==> src/design/shadow_silhouette_edge_extruder_core_macros.svh <==
// Assertion macros shared by the extruder RTL.
`ifndef SHADOW_SILHOUETTE_EDGE_EXTRUDER_CORE_MACROS_SVH
`define SHADOW_SILHOUETTE_EDGE_EXTRUDER_CORE_MACROS_SVH
`ifndef ASSERT_OFF
`define SSEE_ASSERT(lbl, prop, msg) \
   lbl: assert property (@(posedge clock) disable iff (reset) prop) else $error(msg);
`define SSEE_NEVER(lbl, expr, msg) \
   lbl: assert property (@(posedge clock) disable iff (reset) !(expr)) else $error(msg);
`else
`define SSEE_ASSERT(lbl, prop, msg)
`define SSEE_NEVER(lbl, expr, msg)
`endif
`endif

==> src/design/ssee_pkg.sv <==
// Types and constants of the silhouette edge extruder.
package ssee_pkg;
   localparam int VTX_DEPTH   = 1024;
   localparam int FACE_DEPTH  = 1024;
   localparam int IDX_W       = 10;
   localparam int NB_W        = 11;
   localparam int COORD_W     = 16;
   localparam int FAR_W       = 24;
   localparam int QUEUE_DEPTH = 4;
   localparam int QPTR_W      = 2;
   localparam logic [FAR_W-1:0] EXTRUDE_FACTOR = 24'd100;
   localparam logic [2:0] CALC_LAST = 3'd4;

   localparam logic [1:0] REG_LIGHT_X = 2'd0;
   localparam logic [1:0] REG_LIGHT_Y = 2'd1;
   localparam logic [1:0] REG_LIGHT_Z = 2'd2;

   typedef enum logic [1:0] {
      CMD_VERTEX = 2'd0,
      CMD_FACE   = 2'd1,
      CMD_QUERY  = 2'd2,
      CMD_NONE   = 2'd3
   } cmd_type;

   // index 0 is x, 1 is y, 2 is z
   typedef logic [2:0][COORD_W-1:0] vertex_type;

   typedef struct packed {
      logic [2:0][NB_W-1:0]  nb;
      logic [2:0][IDX_W-1:0] corner;
   } face_type;

   typedef struct packed {
      cmd_type               cmd;
      logic [IDX_W-1:0]      slot;
      vertex_type            pos;
      logic [2:0][IDX_W-1:0] corner;
      logic [2:0][NB_W-1:0]  nb;
   } req_item_type;

   typedef struct packed {
      logic         valid;
      req_item_type item;
   } q_head_type;
endpackage

==> src/design/ssee_front.sv <==
// Front end: takes requests, drops CMD_NONE requests, queues the rest.
`include "shadow_silhouette_edge_extruder_core_macros.svh"
module ssee_front (
   input  logic                clock,
   input  logic                reset,
   input  logic                req_tvalid,
   output logic                req_tready,
   input  logic [127:0]        req_tdata,  // slot, pos_x, pos_y, pos_z, corner_a..c, neighbour_a..c
   input  logic [1:0]          req_tuser,  // command
   output ssee_pkg::q_head_type head,
   input  logic                pop
);
   import ssee_pkg::*;

   req_item_type          queue_ff [QUEUE_DEPTH];
   logic [QPTR_W-1:0]     head_ff, head_in;
   logic [QPTR_W-1:0]     tail_ff, tail_in;
   logic [QPTR_W:0]       count_ff, count_in;
   req_item_type          item;
   logic                  push;

   always_comb begin
      item.cmd    = cmd_type'(req_tuser);
      item.slot   = req_tdata[9:0];
      item.pos    = req_tdata[57:10];
      item.corner = req_tdata[87:58];
      item.nb     = req_tdata[120:88];
   end

   assign req_tready = (count_ff != (QPTR_W+1)'(QUEUE_DEPTH));
   assign push = req_tvalid && req_tready && (item.cmd != CMD_NONE);

   always_comb begin
      head_in  = head_ff + QPTR_W'(pop);
      tail_in  = tail_ff + QPTR_W'(push);
      count_in = count_ff + (QPTR_W+1)'(push) - (QPTR_W+1)'(pop);
   end

   always_ff @(posedge clock) begin
      if (reset) begin
         head_ff  <= '0;
         tail_ff  <= '0;
         count_ff <= '0;
      end else begin
         head_ff  <= head_in;
         tail_ff  <= tail_in;
         count_ff <= count_in;
      end
   end

   always_ff @(posedge clock) begin
      if (push) begin
         queue_ff[tail_ff] <= item;
      end
   end

   assign head.valid = (count_ff != '0);
   assign head.item  = queue_ff[head_ff];

   `SSEE_ASSERT(a_pop_nonempty, pop |-> count_ff != '0, "pop from empty queue")
   `SSEE_NEVER(a_count_range, count_ff > (QPTR_W+1)'(QUEUE_DEPTH), "queue count overflow")
   `SSEE_ASSERT(a_full_stall, count_ff == (QPTR_W+1)'(QUEUE_DEPTH) |-> !push,
      "push into full queue")
endmodule

==> config.mk <==
export PLATFORM = sky130hd
export DESIGN_NAME = ssee_front
export DESIGN_NICKNAME = d
export VERILOG_FILES = /design/src/design/ssee_pkg.sv /design/src/design/ssee_front.sv
export VERILOG_INCLUDE_DIRS = /design/src /design/src/design
export SDC_FILE = /design/constraint.sdc
export NUM_CORES = 1
export LEC_CHECK = 0
export BUFFER_PORTS_ARGS = -buffer_cell sky130_fd_sc_hd__buf_4
export CAP_MARGIN = 20
export CORE_MARGIN = 2
export CORE_UTILIZATION = 50
export DETAILED_ROUTE_END_ITERATION = 10
export GPL_ROUTABILITY_DRIVEN = 0
export HOLD_SLACK_MARGIN = 0.08
export PLACE_DENSITY = 0.83
export SYNTH_ARGS = -nofsm -noshare
export SYNTH_HDL_FRONTEND = slang
export SYNTH_SLANG_ARGS = --single-unit
export TNS_END_PERCENT = 30
==> constraint.sdc <==
create_clock -name clock -period 23.9 [get_ports clock]
set_input_delay 2.39 -clock clock [delete_from_list [all_inputs] [get_ports clock]]
set_output_delay 2.39 -clock clock [all_outputs]
set_load 0.005 [all_outputs]
==> results_dict.tcl <==
set metrics [dict create \
    period_needed_ps 5450 \
    synth_cells 679 \
    slew_headroom_pct 32.1 \
    start_util_pct 50.8 \
    final_core_util_pct 61.6 \
    dpl.hpwl_mm 19.7 \
    max_freq_mhz 183 \
    drv_cap 0 \
    cts_resized 0 \
    cp-startpoint "head_ff[0]$_SDFF_PP0_" \
    finalHoldWorstSlack_ps 635 \
    fp.dieArea_mm2 0.0378 \
    final_max_slew_viol_count 0 \
    violations "DRC" \
    syn_area_mm2 0.0181 \
    synth_mux_area_share_pct 15.3 \
    wl_per_cell_um 23.2 \
    grt_util_all_layers_pct 18.3 \
    grt_pass1_vias 8563 \
    path_clk_slew_ps 60 \
    cts_tree "done" \
    synth_edf_count 492 \
    crit_required_ps 21510 \
    syn_nets 818 \
    multi_input_area_mm2 0.00301 \
    synth-xor-area-share_pct 0.228 \
    drt_iter0_markers 551 \
    crit_arrival_ps 3060 \
    worstMarginPinSlew_ps 1020 \
    post_cts_buffers 0 \
    syn_to_final_growth_pct 21.2 \
    postRouteWirelength_mm 33.9 \
    synth_top_area_cell "edfxtp_1" \
    drt_first_pass_iters 10 \
    synthAdderAreaFrac_pct 0.387 \
    synthTopCellsByArea "edfxtp_1, mux4_2, dfxtp_1, buf_6, buf_2" \
    synth_flop_cell "edfxtp_1" \
    synth_cell_types 22 \
    grt_antenna_before_repair 2 \
    ant_nets 0 \
    numCtsBuffers 49 \
    synthDominantCellAreaShare_pct 81.6 \
    synthArstFlopShare_pct 0 \
    clock_sink_count 499 \
    synth-warning-count 0 \
    fp.dieH_um 194 \
    crit_fanout 36 \
    ff_latch_area_mm2 0.0149 \
    worst_hold_path_type "reg2reg" \
    synth_compound_area_share_pct 0.0553 \
    cts-root-buf "clkbuf_16" \
    ff2ff_path_depth 8 \
    ys_seq_area_share_pct 82.4 \
    overflow 0 \
    drive_gt1_share_pct 45.2 \
    ioPinCount 259 \
    p_leak_uw 0.00729 \
    htreeDepth 2 \
    nNetsFinal 1104 \
    cp-start-kind "flop" \
    hp-start "tail_ff[1]$_SDFF_PP0_" \
    cp-end-kind "primary output" \
    port_buffers 251 \
    vias 8116 \
    fillers 2335 \
    finalHoldViolations 0 \
    avgSynthCellArea_um2 26.7 \
    tns_ps 0 \
    detail_route.drc_violations 20 \
    core-area_mm2 0.0357 \
    vias_per_cell 5.55 \
    rows 69 \
    setup_viol 0 \
    fp.dieW_um 194 \
    synthSimpleGateAreaFrac_pct 0.511 \
    status "finished, violations left" \
    finClkSkew_ps 12.3 \
    grt_max_degree 66 \
    grt_pass1_wl_mm 51.7 \
    powerDensity_mw_per_mm2 90.5 \
    clkLatencyLatePin_ps 570 \
    vdd_drop_max_uv 80.9 \
    rsz0062_at_grt "no" \
    cts_buffer_depth 3 \
    holdPathStages 2 \
    ys_ff_latch 499 \
    synth_top_family_by_area "multiplexers" \
    rr_startpoint "count_ff[2]$_SDFF_PP0_" \
    critPathKind "reg2out" \
    period_share_pct 22.8 \
    cts-hold-fix-buffers 0 \
    r2r_setup_slack_ps 21340 \
]
area by class of cell:
cell class                      instances  area share (%)
Sequential cell                       499            68.0
Timing Repair Buffer                  263            9.05
Tap cell                              461            2.63
Antenna cell                            1          0.0114
Inverter                                4          0.0684
Multi-Input combinational cell        148            13.7
Clock buffer                           61            5.79
Clock inverter                         25           0.764
path summary, 6_finish.rpt:
| check | to |
|---|---|
| max reg2reg | count_ff[2]$_SDFF_PP0_ |
| min | tail_ff[1]$_SDFF_PP0_ |
| min reg2reg | tail_ff[1]$_SDFF_PP0_ |
| max | head[67] |
layout by cell type (no fill, tap or decap):
cell type | Yosys | routed
or2_2 | 1 | 1
clkbuf_16 | 0 | 49
dfxtp_4 | 0 | 2
buf_12 | 0 | 1
nand2_1 | 1 | 1
nor4b_2 | 0 | 2
xor3_1 | 1 | 1
nor3b_1 | 1 | 1
clkinv_2 | 0 | 4
inv_8 | 0 | 1
dfxtp_1 | 7 | 5
or3_1 | 1 | 1
clkinvlp_4 | 0 | 1
clkbuf_1 | 5 | 12
xnor2_1 | 2 | 2
diode_2 | 0 | 1
nor2b_1 | 4 | 4
fa_1 | 1 | 1
buf_4 | 1 | 262
clkinv_4 | 0 | 1
nor4_2 | 0 | 1
nor2_1 | 4 | 4
edfxtp_1 | 492 | 492
clkinv_1 | 0 | 16
a21bo_2 | 1 | 1
nor3_2 | 0 | 1
mux4_2 | 123 | 123
inv_1 | 4 | 4
ha_1 | 4 | 4
bufinv_16 | 0 | 2
worst max-delay path, stage by stage (launching register included):
cell and delay [ps]:
dfxtp_4 680, buf_12 300, buf_4 650, mux4_2 640
buf_4 160
through the flow:
stage          total power (uW)  cell area [um2]  setup WS, ps  cells
3_5_place_dp               1310            20500         18710   1374
4_1_cts                    2010            21900         18080   1460
3_3_place_gp               1300            20500         18750   1374
2_1_floorplan              1210            18100          7790    679
5_1_grt                    2060            21900         18200   1462
6_report                   1990            21900         18450   1462
kinds of logic after synthesis:
logic type | count (synthesis)
compound gates | 1
xor+xnor | 3
fa+ha+maj | 5
buf+inv | 32
flops | 499
mux | 123
simple gates | 16
per-layer routing:
metal / global-route usage, % / vias up / share of wire [%]
li1: - / 3504 / -
met2: 29.4 / 303 / 50
met5: 0 / - / 0.032
met3: 5.93 / 55 / 9.1
met4: 6.55 / 2 / 2.3
met1: 23.7 / 4252 / 39
flip-flops by register name, indices dropped and copies added (netlist names):
signal,count
tail_ff,2
count_ff,3
head_ff,2
queue_ff,492
where the power goes:
group	switching, uW	internal, uW	leakage, uW
Clock	298	397	0.000697
Sequential	21.1	1030	0.00454
Combinational	111	128	0.00205
Total	430	1560	0.00729
synth_stat cells (all sizes together) (2+ instances only):
cell    instances
mux4          123
inv             4
edfxtp        492
clkbuf          5
nor2            4
nor4b           2
buf            23
xnor2           2
nor2b           4
dfxtp           7
ha              4
Note: power is estimated with default switching activity, not from simulation.
